## src/sv/text_to_sprite_layout_top_assert.svh

```systemverilog
// Assertion helpers for the layout engine RTL.
`ifndef TEXT_TO_SPRITE_LAYOUT_TOP_ASSERT_SVH
`define TEXT_TO_SPRITE_LAYOUT_TOP_ASSERT_SVH

// Same-cycle implication, checked out of reset.
`define TTSL_ASSERT_IMP(label, clk, rst_n, ante, cons) \
  label: assert property (@(posedge clk) disable iff (!rst_n) (ante) |-> (cons)) \
    else $error("ttsl same-cycle check failed");

// Next-cycle implication, checked out of reset.
`define TTSL_ASSERT_NXT(label, clk, rst_n, ante, cons) \
  label: assert property (@(posedge clk) disable iff (!rst_n) (ante) |=> (cons)) \
    else $error("ttsl next-cycle check failed");

`endif

```

## src/sv/ttsl_pkg.sv

```systemverilog
`default_nettype none
package ttsl_pkg;

  localparam int GLYPHS_DEF       = 64;
  localparam int SPRITE_SLOTS_DEF = 128;

  localparam int CFG_IDX_W  = 3;
  localparam int CFG_DATA_W = 7;

  // Configuration register indexes
  localparam logic [CFG_IDX_W-1:0] REG_FONT_PRESENT = 3'd0;
  localparam logic [CFG_IDX_W-1:0] REG_DIGIT_BASE   = 3'd1;
  localparam logic [CFG_IDX_W-1:0] REG_ALPHA_BASE   = 3'd2;
  localparam logic [CFG_IDX_W-1:0] REG_SPECIAL_BASE = 3'd3;
  localparam logic [CFG_IDX_W-1:0] REG_GLYPH_COUNT  = 3'd4;

  localparam logic [5:0] ALPHA_BASE_RST   = 6'd10;
  localparam logic [5:0] SPECIAL_BASE_RST = 6'd36;

  // Item commands
  localparam logic CMD_LOAD = 1'b0;
  localparam logic CMD_CHAR = 1'b1;

  // Character codes
  localparam logic [7:0] CH_DIGIT_LO = 8'd48;
  localparam logic [7:0] CH_DIGIT_HI = 8'd57;
  localparam logic [7:0] CH_UPPER_LO = 8'd65;
  localparam logic [7:0] CH_UPPER_HI = 8'd90;
  localparam logic [7:0] CH_LOWER_LO = 8'd97;
  localparam logic [7:0] CH_LOWER_HI = 8'd122;
  localparam logic [7:0] CH_SPACE    = 8'd32;
  localparam logic [7:0] CH_PERIOD   = 8'd46;
  localparam logic [7:0] CH_COLON    = 8'd58;

  localparam logic [7:0] COUNT_MAX = 8'd255;

  typedef struct packed {
    logic       font_present;
    logic [5:0] digit_base;
    logic [5:0] alpha_base;
    logic [5:0] special_base;
    logic [6:0] glyph_count;
  } cfg_t;

  typedef struct packed {
    logic       cmd;
    logic [7:0] char_code;
    logic       first;
    logic       last;
    logic [8:0] start_x;
    logic [7:0] start_y;
    logic [6:0] oam_start;
    logic [3:0] palette;
    logic [5:0] glyph_index;
    logic [9:0] glyph_tile;
    logic [3:0] glyph_width;
    logic [7:0] glyph_code;
  } in_item_t;

  typedef struct packed {
    logic       drawn;
    logic [6:0] oam_slot;
    logic [8:0] obj_x;
    logic [7:0] obj_y;
    logic [3:0] obj_palette;
    logic [9:0] obj_tile;
    logic [7:0] drawn_count;
    logic       end_of_text;
  } res_item_t;

  typedef struct packed {
    logic [9:0] tile;
    logic [3:0] width;
    logic [7:0] code;
  } glyph_entry_t;

endpackage
`default_nettype wire

```

## src/sv/text_to_sprite_layout_top.sv

```systemverilog
// Channel   Handshake             Payload              Direction
// in_       in_valid / in_ready   in_item  (in_item_t)  load or character request
// out_      out_valid / out_ready out_item (res_item_t) one result per character
// cfg_      cfg_we                cfg_index, cfg_wdata  register write, no wait
//
// A load request writes the glyph memory at acceptance.
// A character request reads one glyph entry when mapped directly and none when unknown, mapped
// past the font end or with no font; space, period and colon scan the glyph memory one
// entry a cycle from the special base up to the font end or the first matching code.
// Reset is synchronous and active low; the glyph memory is not cleared.
// A held result in the output register stalls the next character only at its end.
`default_nettype none
module text_to_sprite_layout_top
  import ttsl_pkg::*;
#(
  parameter int GLYPHS       = GLYPHS_DEF,
  parameter int SPRITE_SLOTS = SPRITE_SLOTS_DEF
) (
  input  wire logic                  clk,
  input  wire logic                  rst_n,
  input  wire logic                  in_valid,
  output logic                       in_ready,
  input  wire in_item_t              in_item,
  output logic                       out_valid,
  input  wire logic                  out_ready,
  output res_item_t                  out_item,
  input  wire logic                  cfg_we,
  input  wire logic [CFG_IDX_W-1:0]  cfg_index,
  input  wire logic [CFG_DATA_W-1:0] cfg_wdata
);

  cfg_t      cfg_r;
  logic      out_valid_r;
  res_item_t out_item_r;
  logic      res_valid, res_ready;
  res_item_t res;

  // Configuration registers; indexes past the list drop the write.
  always_ff @(posedge clk) begin
    if (!rst_n) begin
      cfg_r.font_present <= 1'b0;
      cfg_r.digit_base   <= '0;
      cfg_r.alpha_base   <= ALPHA_BASE_RST;
      cfg_r.special_base <= SPECIAL_BASE_RST;
      cfg_r.glyph_count  <= '0;
    end else if (cfg_we) begin
      case (cfg_index)
        REG_FONT_PRESENT: cfg_r.font_present <= cfg_wdata[0];
        REG_DIGIT_BASE:   cfg_r.digit_base   <= cfg_wdata[5:0];
        REG_ALPHA_BASE:   cfg_r.alpha_base   <= cfg_wdata[5:0];
        REG_SPECIAL_BASE: cfg_r.special_base <= cfg_wdata[5:0];
        REG_GLYPH_COUNT:  cfg_r.glyph_count  <= cfg_wdata[6:0];
        default: begin
        end
      endcase
    end
  end

  // Layout engine: string state, glyph memory and the search sequencer.
  ttsl_engine #(
    .GLYPHS       (GLYPHS),
    .SPRITE_SLOTS (SPRITE_SLOTS)
  ) u_engine (
    .clk       (clk),
    .rst_n     (rst_n),
    .cfg       (cfg_r),
    .in_valid  (in_valid),
    .in_ready  (in_ready),
    .in_item   (in_item),
    .res_valid (res_valid),
    .res_ready (res_ready),
    .res       (res)
  );

  // Output register: take a new result whenever the held one is gone or leaving.
  assign res_ready = !out_valid_r || out_ready;

  always_ff @(posedge clk) begin
    if (!rst_n) begin
      out_valid_r <= 1'b0;
    end else begin
      if (res_valid && res_ready) begin
        out_valid_r <= 1'b1;
        out_item_r  <= res;
      end else if (out_ready) begin
        // drop the delivered result
        out_valid_r <= 1'b0;
      end
    end
  end

  assign out_valid = out_valid_r;
  assign out_item  = out_item_r;

endmodule
`default_nettype wire

```

## src/sv/ttsl_glyph_ram.sv

```systemverilog
`default_nettype none
module ttsl_glyph_ram
  import ttsl_pkg::*;
#(
  parameter int GLYPHS = GLYPHS_DEF,
  localparam int GIW = $clog2(GLYPHS)
) (
  input  wire logic         clk,
  input  wire logic         we,
  input  wire logic [GIW-1:0] waddr,
  input  wire glyph_entry_t wdata,
  input  wire logic         re,
  input  wire logic [GIW-1:0] raddr,
  output glyph_entry_t      rdata
);

  glyph_entry_t mem [GLYPHS];
  glyph_entry_t rdata_r;

  always_ff @(posedge clk) begin
    if (we) begin
      mem[waddr] <= wdata;
    end
    if (re) begin
      rdata_r <= mem[raddr];
    end
  end

  assign rdata = rdata_r;

endmodule
`default_nettype wire

```

## src/sv/ttsl_engine.sv

```systemverilog
`default_nettype none
`include "text_to_sprite_layout_top_assert.svh"
module ttsl_engine
  import ttsl_pkg::*;
#(
  parameter int GLYPHS       = GLYPHS_DEF,
  parameter int SPRITE_SLOTS = SPRITE_SLOTS_DEF,
  localparam int GIW = $clog2(GLYPHS),
  localparam int CW  = (GIW + 1 > 7) ? GIW + 1 : 7
) (
  input  wire logic      clk,
  input  wire logic      rst_n,
  input  wire cfg_t      cfg,
  input  wire logic      in_valid,
  output logic           in_ready,
  input  wire in_item_t  in_item,
  output logic           res_valid,
  input  wire logic      res_ready,
  output res_item_t      res
);

  typedef enum logic {ST_IDLE, ST_SCAN} state_t;

  state_t       state_r;
  logic [CW-1:0] ptr_r, lim_r;
  logic         any_r, pend_r;
  logic [7:0]   code_r;
  logic         last_r;
  logic [6:0]   slot_r, nslot_r;
  logic [8:0]   cursor_r;
  logic [7:0]   y_r;
  logic [3:0]   pal_r;
  logic [7:0]   cnt_r;

  glyph_entry_t rd;
  glyph_entry_t wr;
  logic         ram_we, ram_re;

  logic          accept, load_acc, char_acc;
  logic [CW-1:0] font_end, g_map, ptr_init, lim_init;
  logic          is_digit, is_upper, is_lower, is_special;
  logic          any_init;
  logic [6:0]    slot_cur, slot_inc;
  logic          issue, hit, done, finish;
  logic [7:0]    cnt_inc;

  // Reduce a 7-bit value modulo the slot count by shifted compare-subtract.
  function automatic logic [6:0] reduce_slot(input logic [6:0] v);
    logic [7:0] r;
    r = {1'b0, v};
    for (int k = 6; k >= 0; k--) begin
      if ((SPRITE_SLOTS << k) <= 127) begin
        if (r >= 8'(SPRITE_SLOTS << k)) begin
          r = r - 8'(SPRITE_SLOTS << k);
        end
      end
    end
    return r[6:0];
  endfunction

  assign in_ready = (state_r == ST_IDLE);
  assign accept   = in_valid && in_ready;
  assign load_acc = accept && (in_item.cmd == CMD_LOAD);
  assign char_acc = accept && (in_item.cmd == CMD_CHAR);

  // Search bound: the smaller of the glyph count and the table depth.
  assign font_end = (CW'(cfg.glyph_count) < CW'(GLYPHS)) ? CW'(cfg.glyph_count)
                                                         : CW'(GLYPHS);

  always_comb begin
    is_digit   = (in_item.char_code >= CH_DIGIT_LO) && (in_item.char_code <= CH_DIGIT_HI);
    is_upper   = (in_item.char_code >= CH_UPPER_LO) && (in_item.char_code <= CH_UPPER_HI);
    is_lower   = (in_item.char_code >= CH_LOWER_LO) && (in_item.char_code <= CH_LOWER_HI);
    is_special = (in_item.char_code == CH_SPACE) || (in_item.char_code == CH_PERIOD)
              || (in_item.char_code == CH_COLON);
    g_map = '0;
    if (is_digit) begin
      g_map = CW'(in_item.char_code - CH_DIGIT_LO) + CW'(cfg.digit_base);
    end else if (is_upper) begin
      g_map = CW'(in_item.char_code - CH_UPPER_LO) + CW'(cfg.alpha_base);
    end else if (is_lower) begin
      g_map = CW'(in_item.char_code - CH_LOWER_LO) + CW'(cfg.alpha_base);
    end
    // An empty range [ptr, lim) ends the search with nothing drawn.
    ptr_init = '0;
    lim_init = '0;
    any_init = 1'b1;
    if (cfg.font_present) begin
      if (is_digit || is_upper || is_lower) begin
        if (g_map < font_end) begin
          ptr_init = g_map;
          lim_init = g_map + CW'(1);
        end
      end else if (is_special) begin
        ptr_init = CW'(cfg.special_base);
        lim_init = font_end;
        any_init = 1'b0;
      end
    end
  end

  // Slot of this character and the one after it.
  assign slot_cur = in_item.first ? reduce_slot(in_item.oam_start) : nslot_r;
  assign slot_inc = (8'(slot_cur) + 8'd1 == 8'(SPRITE_SLOTS)) ? 7'd0 : slot_cur + 7'd1;

  // Scan: one read issued per cycle, the previous read compared alongside.
  assign issue  = ptr_r < lim_r;
  assign hit    = pend_r && (any_r || (rd.code == code_r));
  assign done   = hit || !issue;
  assign res_valid = (state_r == ST_SCAN) && done;
  assign finish = res_valid && res_ready;
  assign ram_re = (state_r == ST_SCAN) && !done;

  assign cnt_inc = (hit && (cnt_r != COUNT_MAX)) ? cnt_r + 8'd1 : cnt_r;

  always_comb begin
    res.drawn       = hit;
    res.oam_slot    = slot_r;
    res.obj_x       = hit ? cursor_r : '0;
    res.obj_y       = hit ? y_r : '0;
    res.obj_palette = hit ? pal_r : '0;
    res.obj_tile    = hit ? rd.tile : '0;
    res.drawn_count = cnt_inc;
    res.end_of_text = last_r;
  end

  assign ram_we   = load_acc && (CW'(in_item.glyph_index) < CW'(GLYPHS));
  assign wr.tile  = in_item.glyph_tile;
  assign wr.width = in_item.glyph_width;
  assign wr.code  = in_item.glyph_code;

  ttsl_glyph_ram #(
    .GLYPHS(GLYPHS)
  ) u_ram (
    .clk   (clk),
    .we    (ram_we),
    .waddr (GIW'(in_item.glyph_index)),
    .wdata (wr),
    .re    (ram_re),
    .raddr (ptr_r[GIW-1:0]),
    .rdata (rd)
  );

  always_ff @(posedge clk) begin
    if (!rst_n) begin
      state_r  <= ST_IDLE;
      pend_r   <= 1'b0;
      cursor_r <= '0;
      y_r      <= '0;
      nslot_r  <= '0;
      pal_r    <= '0;
      cnt_r    <= '0;
    end else begin
      case (state_r)
        ST_IDLE: begin
          if (char_acc) begin
            state_r <= ST_SCAN;
            ptr_r   <= ptr_init;
            lim_r   <= lim_init;
            any_r   <= any_init;
            pend_r  <= 1'b0;
            code_r  <= in_item.char_code;
            last_r  <= in_item.last;
            slot_r  <= slot_cur;
            nslot_r <= slot_inc;
            if (in_item.first) begin
              cursor_r <= in_item.start_x;
              y_r      <= in_item.start_y;
              pal_r    <= in_item.palette;
              cnt_r    <= '0;
            end
          end
        end
        ST_SCAN: begin
          if (!done) begin
            ptr_r  <= ptr_r + CW'(1);
            pend_r <= 1'b1;
          end else if (finish) begin
            state_r <= ST_IDLE;
            cnt_r   <= cnt_inc;
            if (hit) begin
              cursor_r <= cursor_r + 9'(rd.width);
            end
          end
        end
        default: begin
          state_r <= ST_IDLE;
        end
      endcase
    end
  end

  `TTSL_ASSERT_IMP(a_read_in_table, clk, rst_n, ram_re, ptr_r < CW'(GLYPHS))
  `TTSL_ASSERT_NXT(a_char_blocks_input, clk, rst_n, char_acc, !in_ready)
  `TTSL_ASSERT_IMP(a_drawn_needs_font, clk, rst_n, res_valid && res.drawn, cfg.font_present)
  `TTSL_ASSERT_NXT(a_stall_holds_result, clk, rst_n, res_valid && !res_ready,
                   res_valid && $stable(res))

endmodule
`default_nettype wire

```

## config.mk

```make
export PLATFORM = sky130hd
export DESIGN_NAME = text_to_sprite_layout_top
export DESIGN_NICKNAME = d
export VERILOG_FILES = /design/src/sv/ttsl_pkg.sv /design/src/sv/text_to_sprite_layout_top.sv /design/src/sv/ttsl_glyph_ram.sv /design/src/sv/ttsl_engine.sv
export VERILOG_INCLUDE_DIRS = /design/src /design/src/sv
export SDC_FILE = /design/constraint.sdc
export NUM_CORES = 2
export LEC_CHECK = 0
export BUFFER_PORTS_ARGS = -buffer_cell sky130_fd_sc_hd__buf_2
export CORE_UTILIZATION = 45
export CTS_BUF_LIST = sky130_fd_sc_hd__clkbuf_8
export DETAILED_ROUTE_END_ITERATION = 10
export HOLD_SLACK_MARGIN = 0.02
export PLACE_DENSITY = 0.61
export SYNTH_ARGS = -nofsm -noshare
export SYNTH_HDL_FRONTEND = slang
export SYNTH_SLANG_ARGS = --single-unit
```

## constraint.sdc

```tcl
create_clock -name clk -period 7.7 [get_ports clk]
set_clock_uncertainty 0.15 [all_clocks]
set_input_delay 0.385 -clock clk [delete_from_list [all_inputs] [get_ports clk]]
set_output_delay 0.385 -clock clk [all_outputs]
set_load 0.005 [all_outputs]
```

Yosys cells after proc, flatten, opt, wreduce, memory -nomap -nowiden
Memory sizes are Yosys's and may differ from the RTL's. A register that Yosys moved wholly into a read port is not among the register bits.
Index checks and enable logic that the tools add are counted.
Word-level totals
  output and inout port bits: 50
  register bits after elaboration: 144
  memory bits (writable): 1408
  word-level logic and storage cells: 145
  memories: 1
Memories
  u_engine.u_ram.mem: depth 64, width 22, rd ports 1, clocked after memory_dff 1, wr ports 1, line ttsl_glyph_ram.sv:17  | glyph_entry_t mem [GLYPHS];
Cells by class
  $add $sub $neg: 12
  muxes and demuxes: 40
  equal/unequal tests: 16
  bitwise operators: 3
  order comparisons: 9
  reduce and logical (&&, ||, !) cells: 37
Operators with widths (number)
  2-to-1 mux 7 bit: 14
  2-to-1 mux 9 bit: 5
  2-to-1 mux 8 bit: 5
  equality test 8 x 6 -> 1 bit, second input constant: 3
  adder 7 x 1 -> 7 bit, second input constant: 3
  adder 7 x 6 -> 7 bit: 3
  case mux 9 bit (2 select lines): 1
  >= comparator 8 x 7 -> 1 bit, second input constant: 2
  <= comparator 8 x 7 -> 1 bit, second input constant: 2
  case mux 8 bit (2 select lines): 1
  AND reduction 2 bit: 8
  less-than comparator 7 bit: 2
  case mux 7 bit (2 select lines): 1
  subtractor 7 bit, second input constant: 2
  inequality test 2 bit, second input constant: 6
  logical AND 1 bit: 11
  2-to-1 mux 1 bit: 10
  adder 9 x 4 -> 9 bit: 1
  AND reduction 3 bit: 3
  adder 7 x 1 -> 8 bit, second input constant: 1
  adder 8 x 1 -> 8 bit, second input constant: 1
  equality test 8 bit: 1
  equality test 8 bit, second input constant: 1
  >= comparator 8 x 6 -> 1 bit, second input constant: 1
  17 further kinds: 29

Depth between registers and ports, before layout
  word-level depth: 11
  gate-level depth with buffers: 16
  depth with buffers taken out: 16

Hierarchy
Synthesis repeated with hierarchy kept, for this count alone.
Unflattened totals
  cell total of the unflattened synthesis: 3092
  area, all modules: 62110.8 µm²
By module, submodules not included
  ttsl_glyph_ram: times used 1, cells each 2349, area each 54481.0 µm²
  ttsl_engine: times used 1, cells each 587, area each 5091.1 µm²
  text_to_sprite_layout_top: times used 1, cells each 156, area each 2538.7 µm²

Least setup slack after synthesis
OpenSTA, ideal clock, no wires.
  kind: register to register
  start point: reg u_engine.code_r[6]
  end point: reg u_engine.cnt_r[7]
  path slack: 2145 ps
  required time: 7471 ps
  cell stages (with the launch flop): 8
  arrival time: 5326 ps
  cells stage by stage: edfxtp_1 > xnor2_1 > nand4_1 > o21a_1 > nor2_2 > a211oi_1 > nor3_1 > a22o_1
RTL lines
  from (decl): line ttsl_engine.sv:27  | logic [7:0] code_r;
  from (signal assigned): line ttsl_engine.sv:162  | code_r <= in_item.char_code;
  to (signal assigned): line ttsl_engine.sv:180  | cnt_r <= cnt_inc;
  to (decl): line ttsl_engine.sv:33  | logic [7:0] cnt_r;

Final worst setup path
  start point: reg u_engine.ptr_r[0]
  end point: reg u_engine.u_ram.rdata[2] (netlist name)
On the way
  word-level cells in the longest chain between the ends: 5
RTL lines
  from (decl): line ttsl_engine.sv:25  | logic [CW-1:0] ptr_r, lim_r;
  from (signal assigned): line ttsl_engine.sv:158  | ptr_r <= ptr_init;
  from (signal assigned): line ttsl_engine.sv:176  | ptr_r <= ptr_r + CW'(1);
  less-than comparator 7 bit: line ttsl_engine.sv:107  | assign issue = ptr_r < lim_r;
  zero test 1 bit: line ttsl_engine.sv:109  | assign done = hit || !issue;
  logical OR 1 bit: line ttsl_engine.sv:109
  zero test 1 bit: line ttsl_engine.sv:112  | assign ram_re = (state_r == ST_SCAN) && !done;
  logical AND 1 bit: line ttsl_engine.sv:112
Parallel ways exist; a longest one is shown, timed or not.
A chain may end at the register's enable or synchronous reset.

==> results.json <==
{
  "outcome": "finished, final reports clean",
  "place_congestion": 0.817,
  "fill_cells": 10482,
  "crit_path_max_incr_delay_ps": 1080,
  "cpMaxStageDelayCell": "edfxtp_1",
  "vias": 30322,
  "crit_family": "multiplexers",
  "cts_inserted_buffers": 274,
  "cts_tree": "done",
  "async_reset_ff_frac": 0,
  "synthCells": 2801,
  "end_kind": "register",
  "yosys_warnings": 0,
  "rsz0062_at_grt": "false",
  "dieHeight_um": 372,
  "synth-edff-count": 1509,
  "drc_errors": 0,
  "synth-seq-cells": 1574,
  "nets": 3400,
  "path_buf_inv": 1,
  "track_usage": 0.225,
  "drive_gt1_frac": 0.316,
  "syn_to_final_growth_pct": 14.7,
  "required_ps": 8210,
  "fp.dieArea_sq_um": 138000,
  "worst-slew-pin-transition_ps": 1330,
  "clkTransAtPathRegs_ps": 60,
  "io_pins": 132,
  "layout_commonest_cell": "edfxtp_1",
  "worst-setup-path-type": "register to register",
  "post-place-ws_ps": 3470,
  "fmax_mhz": 242,
  "io_buffers": 131,
  "clkSinkCount": 1574,
  "placed_area_sq_um": 64800,
  "p_leak_nw": 22.9,
  "maxSlewHeadroom": 0.115,
  "clkLatencyLatePin_ps": 980,
  "postRouteAntennaNets": 0,
  "cp-start-kind": "register",
  "synth_seq_area_share": 0.757,
  "synth_area_sq_um": 61600,
  "wl_per_cell_um": 29.2,
  "ys.flop_type": "edfxtp_1",
  "setup_viol": 0,
  "overflow": 0,
  "synth_cell_types": 63,
  "maxCapViolCount": 0,
  "fin_tns_setup_ps": 0,
  "initial_core_util": 0.454,
  "vdd_ir_drop_max_uv": 134,
  "clock_path_buffers": 4,
  "wl_mm": 153,
  "post-route-cell-area_sq_um": 70600,
  "post-route-period-util": 0.536,
  "rows": 135,
  "htreeDepth": 5,
  "drv_slew": 0,
  "period_needed_ps": 4130,
  "cts_resized": 0,
  "grt_antenna_before_repair": 26,
  "final_cell_mix": "edfxtp_1, mux4_2, clkbuf_8",
  "crit_chain": "buf_4 -> mux4_2 -> mux4_2 -> mux4_2",
  "setup_ws_ps": 3570,
  "drt-pass1-iter-count": 7,
  "arrival_ps": 4640,
  "cts_root_buffer": "clkbuf_8",
  "grt_start_max_net_pins": 153,
  "postCtsSetupRepairBufs": 0,
  "avgSynthCellArea_sq_um": 22.0,
  "hold_path_class": "input port to register",
  "grt_first_pass_wirelength_mm": 218,
  "power_density_nw_per_um2": 242,
  "drt_iter0_drc": 3196,
  "path_max_fanout": 45,
  "die_x_um": 372,
  "synth_fp_nets": 2929,
  "crit_top_cell": "mux4_2",
  "final-hold-violation-count": 0,
  "grt_pass1_vias": 31767,
  "core_area_sq_um": 136000,
  "hpwl_mm": 81.2,
  "vias_per_cell": 5.79
}
==> final timing paths <==
kind | from | end | slack [ps] | depth (start not counted)
min | in_item[62] | u_engine.code_r[4] | 130 | 2
max | u_engine.ptr_r[0] | u_engine.u_ram.rdata[2] | 3570 | 4
min reg2reg | u_engine.slot_r[0] | out_item[40] | 270 | 0
max reg2reg | u_engine.ptr_r[0] | u_engine.u_ram.rdata[2] | 3570 | 4
==> power breakdown <==
| group | internal, mW | leakage, nW | total [mW] | switching, mW |
|---|---|---|---|---|
| Combinational | 0.362 | 6.01 | 0.895 | 0.533 |
| Clock | 3.51 | 2.73 | 6.73 | 3.22 |
| Sequential | 9.42 | 14.2 | 9.45 | 0.0259 |
==> per-stage QoR <==
step	hold WS, ps	total power, mW	utilization	instances
5_1_grt	87.8	17.7	0.520	5229
2_1_floorplan	250	10.1	-	2801
4_1_cts	23.6	17.2	0.520	5227
3_3_place_gp	253	10.5	0.478	4667
3_5_place_dp	256	10.5	0.478	4667
6_report	126	17.1	0.521	5240
==> cell families after synthesis <==
family	count (synthesis)	synth area share
mux	492	0.174
fa+ha+maj	46	0.00972
compound gates	153	0.0166
flops	1574	0.757
simple gates	315	0.0242
xor+xnor	36	0.00512
buf+inv	185	0.0131
==> what timing repair did <==
action / 4_1_cts / 5_1_grt
hold buffers: 110 / 0
endpoints found under the hold margin: 763 / 0
endpoints found under the setup margin: 0 / 0
==> Yosys cell counts, types with 3 or more instances <==
cell | n | area share
a22o_1 | 11 | 0.0016
o21bai_1 | 3 | 0.00037
fa_1 | 3 | 0.00098
buf_2 | 28 | 0.0023
o31ai_1 | 6 | 0.00073
a21o_1 | 7 | 0.00085
buf_6 | 4 | 0.00073
mux4_2 | 462 | 0.17
buf_1 | 21 | 0.0013
nor4_1 | 3 | 0.00030
and3_1 | 38 | 0.0039
mux2i_1 | 24 | 0.0039
nor3_1 | 10 | 0.00081
a31oi_1 | 3 | 0.00030
a211oi_1 | 12 | 0.0015
nand4_1 | 7 | 0.00071
o21a_1 | 3 | 0.00037
a21oi_1 | 59 | 0.0048
a22oi_1 | 5 | 0.00061
o22ai_1 | 5 | 0.00051
ha_1 | 43 | 0.0087
nor2_1 | 106 | 0.0065
and2_1 | 4 | 0.00041
mux2_2 | 6 | 0.0011
nor2b_1 | 8 | 0.00081
inv_1 | 47 | 0.0029
xnor2_1 | 26 | 0.0037
buf_4 | 12 | 0.0015
nand2b_1 | 6 | 0.00061
clkbuf_1 | 73 | 0.0045
nand3b_1 | 6 | 0.00073
o2111ai_1 | 4 | 0.00057
o211ai_1 | 6 | 0.00073
xor2_1 | 10 | 0.0014
nand2_1 | 91 | 0.0055
o2bb2ai_1 | 3 | 0.00043
o21ai_0 | 13 | 0.0011
dfxtp_1 | 65 | 0.021
nand3_1 | 19 | 0.0015
edfxtp_1 | 1509 | 0.74
==> registers in the layout (all words and copies together), names as in the netlist <==
name,flops
cfg_r,26
out_item,48
out_valid,1
u_engine.any_r,1
u_engine.cnt_r,8
u_engine.code_r,8
u_engine.cursor_r,9
u_engine.last_r,1
u_engine.lim_r,7
u_engine.nslot_r,7
u_engine.pal_r,4
u_engine.pend_r,1
u_engine.ptr_r,7
u_engine.slot_r,7
u_engine.state_r,1
u_engine.u_ram.mem,1408
u_engine.u_ram.rdata,22
u_engine.y_r,8
==> cell type report <==
cell class | instances | area, sq um | area share
diodes | 13 | 32.5 | 0.000461
clock buffers | 283 | 3890 | 0.0552
clock inverters | 167 | 787 | 0.0111
inverters | 47 | 176 | 0.00250
multi-input cells | 1042 | 14300 | 0.203
flip-flops and latches | 1574 | 46600 | 0.660
well taps | 1781 | 2230 | 0.0316
repair buffers | 333 | 2530 | 0.0359
==> per-layer routing <==
layer	track usage	part of all wire	vias up
met3	0.0605	0.086	208
met1	0.293	0.40	16124
met5	0	0.00035	-
met4	0.0638	0.020	8
li1	-	-	12725
met2	0.371	0.50	1257
Power figures use the tool's default switching activity.
